File: src/bsg_pkg.sv
package bsg_pkg;

    localparam int CW   = 32;
    localparam int SUMW = CW + 2;
    localparam int PW   = 2 * CW + 2;
    localparam int DW   = CW + 1;
    localparam int RW   = DW + 2;
    localparam int CNTW = 6;

    localparam logic [CNTW-1:0] MUL_LAST  = CNTW'(CW - 1);
    localparam logic [CNTW-1:0] ROOT_LAST = CNTW'(DW - 1);
    localparam logic [CNTW-1:0] DIV_LAST  = CNTW'(CW - 1);

    typedef struct packed {
        logic load;
        logic step;
    } t_eng_ctl;

    typedef enum logic [3:0] {
        ST_IDLE,
        ST_PREP,
        ST_SQUARE,
        ST_SUM,
        ST_CMP,
        ST_ROOT,
        ST_SETUP,
        ST_MUL,
        ST_DLOAD,
        ST_DIV,
        ST_WB
    } t_state;

    typedef enum logic [1:0] {
        MODE_START,
        MODE_KEEP,
        MODE_GROW
    } t_mode;

endpackage

File: src/bsg_smul.sv
module bsg_smul
    import bsg_pkg::*;
(
    input  logic            i_clk,
    input  t_eng_ctl        i_ctl,
    input  logic [SUMW-1:0] i_mcand,
    input  logic [CW-1:0]   i_mplier,
    output logic [PW-1:0]   o_prod
);

    logic [SUMW-1:0] r_hi;
    logic [CW-1:0]   r_lo;
    logic [SUMW:0]   hi_sum;

    // shift-add, one multiplier bit per cycle while step is set
    assign hi_sum = {1'b0, r_hi} + (r_lo[0] ? {1'b0, i_mcand} : '0);
    assign o_prod = {r_hi, r_lo};

    always_ff @(posedge i_clk) begin
        if (i_ctl.load) begin
            r_hi <= '0;
            r_lo <= i_mplier;
        end else if (i_ctl.step) begin
            r_hi <= hi_sum[SUMW:1];
            r_lo <= {hi_sum[0], r_lo[CW-1:1]};
        end
    end

endmodule

File: src/bsg_sdiv.sv
module bsg_sdiv
    import bsg_pkg::*;
(
    input  logic            i_clk,
    input  t_eng_ctl        i_ctl,
    input  logic [PW-1:0]   i_num,
    input  logic [SUMW-1:0] i_den,
    output logic [CW-1:0]   o_quot
);

    logic [SUMW-1:0] r_rem;
    logic [CW-1:0]   r_n;
    logic [SUMW:0]   t;
    logic [SUMW:0]   diff;
    logic            ge;

    // restoring division, one quotient bit per cycle while step is set
    assign t      = {r_rem, r_n[CW-1]};
    assign ge     = t >= {1'b0, i_den};
    assign diff   = t - {1'b0, i_den};
    assign o_quot = r_n;

    always_ff @(posedge i_clk) begin
        if (i_ctl.load) begin
            r_rem <= i_num[PW-1:CW];
            r_n   <= i_num[CW-1:0];
        end else if (i_ctl.step) begin
            r_rem <= ge ? diff[SUMW-1:0] : t[SUMW-1:0];
            r_n   <= {r_n[CW-2:0], ge};
        end
    end

endmodule

File: src/bsg_sqrt.sv
module bsg_sqrt
    import bsg_pkg::*;
(
    input  logic          i_clk,
    input  t_eng_ctl      i_ctl,
    input  logic [PW-1:0] i_rad,
    output logic [DW-1:0] o_root
);

    logic [PW-1:0] r_s;
    logic [RW-1:0] r_rem;
    logic [DW-1:0] r_root;
    logic [RW+1:0] t;
    logic [RW+1:0] trial;
    logic [RW+1:0] diff;
    logic          ge;

    // restoring square root, two radicand bits per cycle while step is set
    assign t      = {r_rem, r_s[PW-1:PW-2]};
    assign trial  = {2'b00, r_root, 2'b01};
    assign ge     = t >= trial;
    assign diff   = t - trial;
    assign o_root = r_root;

    always_ff @(posedge i_clk) begin
        if (i_ctl.load) begin
            r_s    <= i_rad;
            r_rem  <= '0;
            r_root <= '0;
        end else if (i_ctl.step) begin
            r_s    <= {r_s[PW-3:0], 2'b00};
            r_rem  <= ge ? diff[RW-1:0] : t[RW-1:0];
            r_root <= {r_root[DW-2:0], ge};
        end
    end

endmodule

File: src/bounding_sphere_grow.sv
// running bounding sphere over a stream of 3d points, signed q16.16
// s_axis: one point per transaction, tdata = {z, y, x} (x lowest),
//   tuser[0] = start of a new point set
// m_axis: one sphere per point, tdata = {radius, cz, cy, cx} (cx lowest),
//   tuser[0] = grew, tuser[1] = saturated
// a point is taken only when the block is idle; a point that starts a set
// goes from acceptance through the prep state straight to write-back, a
// point inside the sphere through prep, serial squaring, sum and compare
// states, and a point outside the sphere through a serial squaring of the
// offsets, a square root, a serial multiply and a serial divide, each one
// bit or digit per cycle; the next point is taken in the cycle after the
// result is written, so a new point is taken only once the last is through
// the three axes run in parallel lanes
// reset clears the held sphere and marks no set as started; the next
// point then starts a set
// when the receiver stalls the result stays on m_axis and the block
// holds its finished sphere until that transaction completes
module bounding_sphere_grow
    import bsg_pkg::*;
(
    input  logic                i_clk,
    input  logic                i_rst_n,
    input  logic                s_axis_tvalid,
    output logic                s_axis_tready,
    input  logic [3*CW-1:0]     s_axis_tdata,   // point_x, point_y, point_z
    input  logic                s_axis_tuser,   // start_set
    output logic                m_axis_tvalid,
    input  logic                m_axis_tready,
    output logic [4*CW-1:0]     m_axis_tdata,   // center_x, center_y, center_z, sphere_radius
    output logic [1:0]          m_axis_tuser    // grew, saturated
);

    t_state r_state, n_state;
    logic [CNTW-1:0] r_cnt, n_cnt;
    t_mode  r_mode;
    logic   r_active;
    logic   r_start;

    logic signed [CW-1:0] r_p [3];
    logic signed [CW-1:0] r_c [3];
    logic        [CW-1:0] r_ad [3];
    logic                 r_neg [3];
    logic        [CW-1:0] r_rad;
    logic        [PW-1:0] r_s;
    logic      [SUMW-1:0] r_sum;

    logic [CW-1:0]   ad_c [3];
    logic            neg_c [3];
    logic [PW-1:0]   prod [3];
    logic [CW-1:0]   quot [3];
    logic [PW-1:0]   rsq;
    logic [DW-1:0]   root;
    logic [CW-1:0]   mplier [3];
    logic signed [CW-1:0] nc [3];
    logic            csat [3];
    logic [CW-1:0]   nr;
    logic            rsat;

    t_eng_ctl ctl_mul, ctl_rsq, ctl_root, ctl_div;
    logic     wb_fire;
    logic     out_free;

    logic r_ovalid;
    logic [4*CW-1:0] r_odata;
    logic [1:0] r_ouser;

    assign out_free = !r_ovalid || m_axis_tready;
    assign wb_fire  = (r_state == ST_WB) && out_free;

    for (genvar g = 0; g < 3; g++) begin : g_lane
        logic signed [CW:0]     dx;
        logic signed [CW+1:0]   pe;
        logic signed [CW+1:0]   sum_c;
        logic        [CW-1:0]   qc;
        logic        [SUMW-1:0] lane_mcand;

        assign dx       = {r_c[g][CW-1], r_c[g]} - {r_p[g][CW-1], r_p[g]};
        assign neg_c[g] = dx[CW];
        assign ad_c[g]  = dx[CW] ? CW'(-dx) : dx[CW-1:0];
        assign mplier[g] = (r_state == ST_PREP) ? ad_c[g] : r_ad[g];
        assign lane_mcand = (r_state == ST_MUL) ? r_sum : {2'b00, r_ad[g]};

        bsg_smul u_mul (
            .i_clk    (i_clk),
            .i_ctl    (ctl_mul),
            .i_mcand  ((r_state == ST_SQUARE) ? {2'b00, r_ad[g]} : lane_mcand),
            .i_mplier (mplier[g]),
            .o_prod   (prod[g])
        );

        bsg_sdiv u_div (
            .i_clk  (i_clk),
            .i_ctl  (ctl_div),
            .i_num  (prod[g]),
            .i_den  ({root, 1'b0}),
            .o_quot (quot[g])
        );

        assign qc    = (quot[g] > r_ad[g]) ? r_ad[g] : quot[g];
        assign pe    = {{2{r_p[g][CW-1]}}, r_p[g]};
        assign sum_c = r_neg[g] ? pe - $signed({2'b00, qc}) : pe + $signed({2'b00, qc});

        always_comb begin
            csat[g] = 1'b0;
            nc[g]   = sum_c[CW-1:0];
            if (sum_c > $signed({{2{1'b0}}, 1'b0, {(CW-1){1'b1}}})) begin
                nc[g]   = {1'b0, {(CW-1){1'b1}}};
                csat[g] = 1'b1;
            end else if (sum_c < $signed({{2{1'b1}}, 1'b1, {(CW-1){1'b0}}})) begin
                nc[g]   = {1'b1, {(CW-1){1'b0}}};
                csat[g] = 1'b1;
            end
        end
    end

    bsg_smul u_rsq (
        .i_clk    (i_clk),
        .i_ctl    (ctl_rsq),
        .i_mcand  ({2'b00, r_rad}),
        .i_mplier (r_rad),
        .o_prod   (rsq)
    );

    bsg_sqrt u_sqrt (
        .i_clk  (i_clk),
        .i_ctl  (ctl_root),
        .i_rad  (r_s),
        .o_root (root)
    );

    assign rsat = r_sum[SUMW-1];
    assign nr   = rsat ? '1 : r_sum[CW:1];

    // next state
    always_comb begin
        n_state = r_state;
        case (r_state)
            ST_IDLE:   if (s_axis_tvalid) n_state = ST_PREP;
            ST_PREP:   n_state = (r_start || !r_active) ? ST_WB : ST_SQUARE;
            ST_SQUARE: if (r_cnt == MUL_LAST) n_state = ST_SUM;
            ST_SUM:    n_state = ST_CMP;
            ST_CMP:    n_state = (r_s > rsq) ? ST_ROOT : ST_WB;
            ST_ROOT:   if (r_cnt == ROOT_LAST) n_state = ST_SETUP;
            ST_SETUP:  n_state = ST_MUL;
            ST_MUL:    if (r_cnt == MUL_LAST) n_state = ST_DLOAD;
            ST_DLOAD:  n_state = ST_DIV;
            ST_DIV:    if (r_cnt == DIV_LAST) n_state = ST_WB;
            ST_WB:     if (out_free) n_state = ST_IDLE;
            default:   n_state = ST_IDLE;
        endcase
    end

    // outputs of the sequencer
    always_comb begin
        s_axis_tready = 1'b0;
        ctl_mul  = '0;
        ctl_rsq  = '0;
        ctl_root = '0;
        ctl_div  = '0;
        n_cnt    = '0;
        case (r_state)
            ST_IDLE: s_axis_tready = 1'b1;
            ST_PREP: begin
                ctl_mul.load = 1'b1;
                ctl_rsq.load = 1'b1;
            end
            ST_SQUARE: begin
                ctl_mul.step = 1'b1;
                ctl_rsq.step = 1'b1;
                n_cnt = r_cnt + 1'b1;
            end
            ST_CMP: ctl_root.load = 1'b1;
            ST_ROOT: begin
                ctl_root.step = 1'b1;
                n_cnt = r_cnt + 1'b1;
            end
            ST_SETUP: ctl_mul.load = 1'b1;
            ST_MUL: begin
                ctl_mul.step = 1'b1;
                n_cnt = r_cnt + 1'b1;
            end
            ST_DLOAD: ctl_div.load = 1'b1;
            ST_DIV: begin
                ctl_div.step = 1'b1;
                n_cnt = r_cnt + 1'b1;
            end
            default: ;
        endcase
    end

    always_ff @(posedge i_clk) begin
        if (!i_rst_n) begin
            r_state  <= ST_IDLE;
            r_cnt    <= '0;
            r_active <= 1'b0;
            r_ovalid <= 1'b0;
            r_rad    <= '0;
            for (int i = 0; i < 3; i++) r_c[i] <= '0;
        end else begin
            r_state <= n_state;
            r_cnt   <= n_cnt;
            if (wb_fire) begin
                r_ovalid <= 1'b1;
                case (r_mode)
                    MODE_START: begin
                        r_active <= 1'b1;
                        r_rad    <= '0;
                        for (int i = 0; i < 3; i++) r_c[i] <= r_p[i];
                    end
                    MODE_GROW: begin
                        r_rad <= nr;
                        for (int i = 0; i < 3; i++) r_c[i] <= nc[i];
                    end
                    default: ;
                endcase
            end else if (m_axis_tready) begin
                r_ovalid <= 1'b0;
            end
        end
    end

    always_ff @(posedge i_clk) begin
        if (r_state == ST_IDLE && s_axis_tvalid) begin
            r_start <= s_axis_tuser;
            for (int i = 0; i < 3; i++) r_p[i] <= s_axis_tdata[i*CW +: CW];
        end
        if (r_state == ST_PREP) begin
            r_mode <= (r_start || !r_active) ? MODE_START : MODE_KEEP;
            for (int i = 0; i < 3; i++) begin
                r_ad[i]  <= ad_c[i];
                r_neg[i] <= neg_c[i];
            end
        end
        if (r_state == ST_SUM) begin
            r_s <= prod[0] + prod[1] + prod[2];
        end
        if (r_state == ST_CMP && r_s > rsq) begin
            r_mode <= MODE_GROW;
        end
        if (r_state == ST_SETUP) begin
            r_sum <= {1'b0, root} + {2'b00, r_rad};
        end
        if (wb_fire) begin
            case (r_mode)
                MODE_START: begin
                    r_odata <= {{CW{1'b0}}, r_p[2], r_p[1], r_p[0]};
                    r_ouser <= 2'b00;
                end
                MODE_GROW: begin
                    r_odata <= {nr, nc[2], nc[1], nc[0]};
                    r_ouser <= {rsat || csat[0] || csat[1] || csat[2], 1'b1};
                end
                default: begin
                    r_odata <= {r_rad, r_c[2], r_c[1], r_c[0]};
                    r_ouser <= 2'b00;
                end
            endcase
        end
    end

    assign m_axis_tvalid = r_ovalid;
    assign m_axis_tdata  = r_odata;
    assign m_axis_tuser  = r_ouser;

endmodule

File: config.mk
export PLATFORM = sky130hd
export DESIGN_NAME = bounding_sphere_grow
export DESIGN_NICKNAME = d
export VERILOG_FILES = /design/src/bsg_pkg.sv /design/src/bsg_smul.sv /design/src/bsg_sdiv.sv /design/src/bsg_sqrt.sv /design/src/bounding_sphere_grow.sv
export SDC_FILE = /design/constraint.sdc
export NUM_CORES = 2
export LEC_CHECK = 0
export BUFFER_PORTS_ARGS = -buffer_cell sky130_fd_sc_hd__buf_2
export CORE_UTILIZATION = 45
export CTS_CLUSTER_SIZE = 14
export DETAILED_ROUTE_END_ITERATION = 10
export PLACE_DENSITY = 0.61
export SKIP_LAST_GASP = 1
export SYNTH_ARGS = -nofsm -noshare
export SYNTH_HDL_FRONTEND = slang
export SYNTH_SLANG_ARGS = --single-unit
export TNS_END_PERCENT = 50
File: constraint.sdc
create_clock -name i_clk -period 13.2 [get_ports i_clk]
set_input_delay 0 -clock i_clk [delete_from_list [all_inputs] [get_ports i_clk]]
set_output_delay 0 -clock i_clk [all_outputs]
set_load 0.03 [all_outputs]
======== Word level (Yosys, flattened, before mapping) ========
Memory sizes are Yosys's and may differ from the RTL's.
Index checks and enable logic that the tools add are counted.
cells by class
  order comparisons ....................... 14
  add/subtract/negate cells ............... 24
  muxes and demuxes ....................... 103
  eq/ne operators ......................... 19
  bitwise gates (word level) .............. 6
  reduce and logical (&&, ||, !) cells .... 25
operators with widths
  operator                                                          number
  2-to-1 mux 32 bit                                                 37
  2-to-1 mux 34 bit                                                 21
  case mux 128 bit (2 select lines)                                 1
  adder 34 x 35 -> 35 bit                                           4
  adder 66 bit                                                      2
  2-to-1 mux 66 bit                                                 2
  greater-or-equal comparator 35 x 34 -> 1 bit                      3
  adder 32 x 33 -> 34 bit                                           3
  greater-than comparator 34 x 32 -> 1 bit (second input constant)  3
  less-than comparator 34 x 32 -> 1 bit (second input constant)     3
  subtractor 32 x 33 -> 34 bit                                      3
  subtractor 34 bit                                                 3
  subtractor 32 x 32 -> 33 bit                                      3
  greater-than comparator 32 bit                                    3
  negator 32 bit                                                    3
  greater-than comparator 66 bit                                    1
  case mux 32 bit (2 select lines)                                  1
  case mux 4 bit (11 select lines)                                  1
  greater-or-equal comparator 37 x 35 -> 1 bit                      1
  2-to-1 mux 35 bit                                                 1
  subtractor 35 bit                                                 1
  adder 33 x 32 -> 34 bit                                           1
  2-to-1 mux 4 bit                                                  8
  2-to-1 mux 1 bit                                                  31
  21 further kinds                                                  51
storage, ports and cells
  word-level logic and storage cells ...... 224
  flip-flop bits (word level) ............. 873
  memories kept ........................... 4
  output and inout port bits .............. 132
  bits in writable memories ............... 291
  input bits .............................. 101
memories
  name   depth  bits a word  rd ports  clocked after Yosys merged registers in  write ports  line                        source
  r_ad   3      32           3         0                                        3            bounding_sphere_grow.sv:41  logic [CW-1:0] r_ad [3];
  r_c    3      32           3         0                                        3            bounding_sphere_grow.sv:40  logic signed [CW-1:0] r_c [3];
  r_p    3      32           3         0                                        3            bounding_sphere_grow.sv:39  logic signed [CW-1:0] r_p [3];
  r_neg  3      1            3         0                                        3            bounding_sphere_grow.sv:42  logic r_neg [3];

======== Logic depth before layout (Yosys ltp) ========
An unclocked memory read counts as a cell.
  depth in word-level cells ............... 11
  gate-level depth with buffers ........... 38
  depth with buffers taken out ............ 32

======== Hierarchy ========
From an unflattened synthesis, not the netlist that was laid out.
unflattened totals
  cell total of the unflattened synthesis .. 9803
  area total of the unflattened synthesis .. 90770.8 um2
by module, submodules not included
  module                          area an instance (um2)  instances  cells each  seq. area each (um2)
  bounding_sphere_grow            49248.5                 1          5519        16595.9
  bsg_smul (g_lane[1].u_mul ...)  4739.5                  3          512         1641.6
  bsg_sqrt                        7467.2                  1          721         3343.2
  bsg_sdiv (g_lane[0].u_div)      5113.7                  1          510         1981.9
  bsg_sdiv (g_lane[2].u_div)      5098.6                  1          498         1981.9
  bsg_sdiv (g_lane[1].u_div)      5051.1                  1          527         1981.9
  bsg_smul (g_lane[0].u_mul)      4573.1                  1          492         1641.6

======== Worst setup path after synthesis ========
OpenSTA, ideal clock, no wires.
  path kind ............................... reg2reg
  start point ............................. reg r_state[1]
  end point ............................... reg g_lane[0].u_div.r_n[10], data pin
  data required time ...................... 13070 ps
  slack ................................... 4448 ps
  arrival ................................. 8621 ps
  library setup time ...................... 130 ps
  period minus slack after synthesis ...... 8752 ps
  buffers on the path ..................... 4
  cell stages (with the launch flop) ...... 10
  path through ............................ dfxtp_1 -> clkbuf_1 -> nor2_1 -> and2_0 -> nor2b_1 -> clkbuf_1 -> clkbuf_1 -> clkbuf_1 -> nand2_1 -> nand2_1
on the way
  word-level cells in the longest chain between the ends .. 3
RTL lines
  item                    line                         source
  start, declared         bounding_sphere_grow.sv:33   t_state r_state, n_state;
  start signal, assigned  bounding_sphere_grow.sv:200  r_state <= n_state;
  equality test 4 bit     bounding_sphere_grow.sv:161  case (r_state)
  2-to-1 mux 1 bit        bounding_sphere_grow.sv:161
  2-to-1 mux 32 bit       bsg_sdiv.sv:24               if (i_ctl.load) begin
  end signal, assigned    bsg_sdiv.sv:26               r_n <= i_num[CW-1:0];
  end signal, assigned    bsg_sdiv.sv:29               r_n <= {r_n[CW-2:0], ge};
  end, declared           bsg_sdiv.sv:12               logic [CW-1:0] r_n;
No other way between the ends.
A chain may end at the register's enable or synchronous reset.

==> results.toml <==
[clocking]
cts_buffer_depth = 3
numCtsBuffers = 142
root_buffer = "clkbuf_16"
h-tree-depth = 4
clkSlewWorstSetupHoldPaths_ns = 0.06
cts.sinks = 1164
insertion_delay_ns = 0.83
cts_tree = "done"
cts_setup_buffers = 0

[synthesis]
synth-edff-count = 914
synth_flop_cell = "edfxtp_1"
ys.warnings.count = 0
synth_area_leader_cell = "edfxtp_1"
synth_top_cell_area_share_pct = 32.26
synth_area_um2 = 85070
async_flop_share_pct = 0
synth_nets = 10290
yosysSeqAreaShare_pct = 38.15
synthCells = 9381
synth.distinct_cells = 91
synth_seq_cells = 1164
synthTopCellsByArea = "edfxtp_1, ha_1, dfxtp_1"
avgSynthCellArea_um2 = 9.068

[routing]
num_vias = 75070
drt_iter0_drc = 8261
totalWireLength_um = 313500
drc = 42
first_pass_iters = 11
viasPerCell = 6.116
routedWlPerCell_um = 25.55
antenna_left = 0

[min_path]
min_delay_path_depth = 3
hold_start = "i_rst_n"
hold_class = "input port to register"

[global_route]
grt_pass1_wl_um = 458500
grt_overflow = 0
grt_pass1_vias = 70240
use_met1_pct = 44.14
grt_start_max_net_pins = 134
grt_use_met3_pct = 4.371
grt_util_met2_pct = 48.51
antenna_found_initial = 6
track_usage_pct = 31.97
grt.busiest_layer = "met2"

[setup_path]
critical_path_required_ns = 13.67
worstRegToRegCells = 27
cp-end-kind = "register"
start_kind = "register"
crit_path_start = "r_ad[0][76]"
r2r_start = "r_ad[0][76]"
crit_fanout = 58
timing_worst_setup_path_type = "register to register"
arrival_ns = 9.35

[timing]
setup_viol = 0
slew_headroom_pct = 15.92
min_period_over_period_pct = 67.24
final-hold-violation-count = 0
final.setup_skew_ns = 0.03296
fin_tns_setup_ns = 0
finalMaxSlewViolations = 0
tightest_slew_ns = 1.258
fin_crit_ns = 8.876
rsz0062_at_grt = "false"
fmax_mhz = 112.7

[placement]
dp_hpwl_um = 236900
placed_cells = 11810
numPortBuffers = 232
gp_congestion = 0.9995

[power]
swShare_pct = 49.66
power_switching_mw = 14.65
leakagePower_nw = 40.16
p_per_area_nw_per_um2 = 309.1
internal-power_mw = 14.85
seq_power_share_pct = 24.4
clockPowerShare_pct = 13.6
ir_drop_mv = 0.2623
pwr-share-comb_pct = 62.0

[final_layout]
final_common_cell = "nand2_1"
final_cells = 12270
areaGrowthSynthToFinish_pct = 12.15
post-route-util_pct = 50.80
drive_gt1_share_pct = 7.060
mostFrequentLayoutCells = "nand2_1, edfxtp_1, a21oi_1, ha_1, nor2_1"
final_nets = 10570

[die]
start_util_pct = 45.30
die_y_um = 436.8
die_area_um2 = 190800
dieWidth_um = 436.8
core_area_um2 = 187800
ios = 233
fp-row-count = 159

[run]
maxCapViolCount = 0

[run_status]
violations = "design-rule violations"
status = "complete, but fails checks"
==> worst paths after layout <==
kind,endpoint,slack [ns]
worst max-delay path,m_axis_tdata[82],4.32
worst min-delay path,r_active,0.15
worst max register to register,m_axis_tdata[82],4.32
worst min register to register,r_cnt[0],0.46
==> synthesized netlist by cell type, drive strengths merged (38+ instances only) <==
cell type / n
nand3: 168
o22ai: 44
and2: 63
fa: 80
xnor2: 376
a22oi: 87
a22o: 99
and3: 72
xor2: 297
edfxtp: 914
clkbuf: 342
nor2: 660
or3: 57
a211oi: 65
nor4: 38
o21a: 90
nand4: 88
a31oi: 108
o21ai: 654
nand2: 1170
a21oi: 892
nor3: 169
mux2: 78
nand2b: 100
ha: 729
a21o: 385
nor2b: 104
dfxtp: 250
o21bai: 60
o31ai: 65
inv: 502
mux2i: 86
o211ai: 58
==> metal layers <==
metal | vias to the layer above | routed length (um)
met5 | - | 0
met4 | 0 | 18500
met3 | 539 | 24500
met2 | 3260 | 135000
met1 | 36350 | 135600
li1 | 34920 | -
==> kinds of logic after synthesis <==
logic type / count (synthesis) / share of synthesized area (%)
multiplexers: 164 / 2.044
buffers and inverters: 878 / 3.878
AND/OR/NAND/NOR: 2802 / 14.95
adder cells (fa/ha/maj): 809 / 12.60
XOR/XNOR: 673 / 6.929
flip-flops: 1164 / 38.15
AO/OA/AOI/OAI: 2891 / 21.45
==> stage by stage <==
| stage | hold WS, ns | total power, mW | area, um^2 | worst slack [ns] |
|---|---|---|---|---|
| 6_report | 0.1534 | 29.49 | 95400 | 4.324 |
| 5_1_grt | 0.1346 | 31.43 | 95390 | 3.654 |
| 4_1_cts | 0.07670 | 29.19 | 95390 | 4.472 |
| 3_5_place_dp | 0.1781 | 25.03 | 88800 | 4.559 |
| 3_3_place_gp | 0.1759 | 24.79 | 88800 | 4.695 |
| 2_1_floorplan | 0.09887 | 19.62 | 85070 | 4.448 |
==> worst max-delay path, cell delays in order, from the launching register on <==
cell and delay [ns]:
edfxtp_1 0.47, inv_1 0.11, ha_1 0.33, and4_1 0.18, nand2_1 0.06, or3_1 0.38, a31oi_1 0.20, a211oi_1 0.07
o211ai_1 0.18, o31a_2 0.50, buf_4 0.68, mux2i_1 0.54, a21oi_1 0.16, xor2_1 0.23, ha_1 0.34, and3_1 0.21
a211oi_1 0.37, nand2_1 0.13, o2111ai_1 0.33, o211ai_1 0.16, a221oi_1 0.52, nor4_1 0.12, o22ai_1 0.21, o21ai_0 0.18
xnor2_1 0.48, nand2_1 0.19, nand2_1 0.91, o211ai_1 0.26
==> state kept, by name, summed over array words and instances (netlist names), 4 cells and up <==
register and cells:
m_axis_tdata 128, g_lane.u_div.r_rem 102, g_lane.u_mul.r_hi 102, g_lane.u_div.o_quot 96, g_lane.u_mul.r_lo 96, r_ad 96, r_c 96, r_p 96
r_s 66, u_sqrt.r_s 66, u_sqrt.r_rem 35, r_sum 34, u_rsq.r_hi 34, u_sqrt.o_root 33, r_rad 32, u_rsq.r_lo 32
r_cnt 6, r_state 4
==> power by group through the flow <==
stage	Clock [mW]	Combinational, mW	Sequential (mW)
2_1_floorplan	0	13.1	6.55
3_3_place_gp	0	17.6	7.21
3_5_place_dp	0	17.8	7.22
4_1_cts	4.04	18.0	7.16
5_1_grt	4.17	20.0	7.25
6_report	4.00	18.3	7.21
==> final cells by class <==
type	count	area, um^2
inverters	504	1914
diodes	5	12.51
repair buffers	508	3754
clock inverters	81	843.3
well taps	2495	3122
flip-flops and latches	1164	32460
fillers	17490	92400
clock buffers	178	3761
multi-input cells	7339	49540
==> what timing repair did <==
action,CTS,global route
endpoints found under the hold margin,147,0
gates resized for setup,0,0
hold buffers,198,0
(Power assumes the default switching activity.)
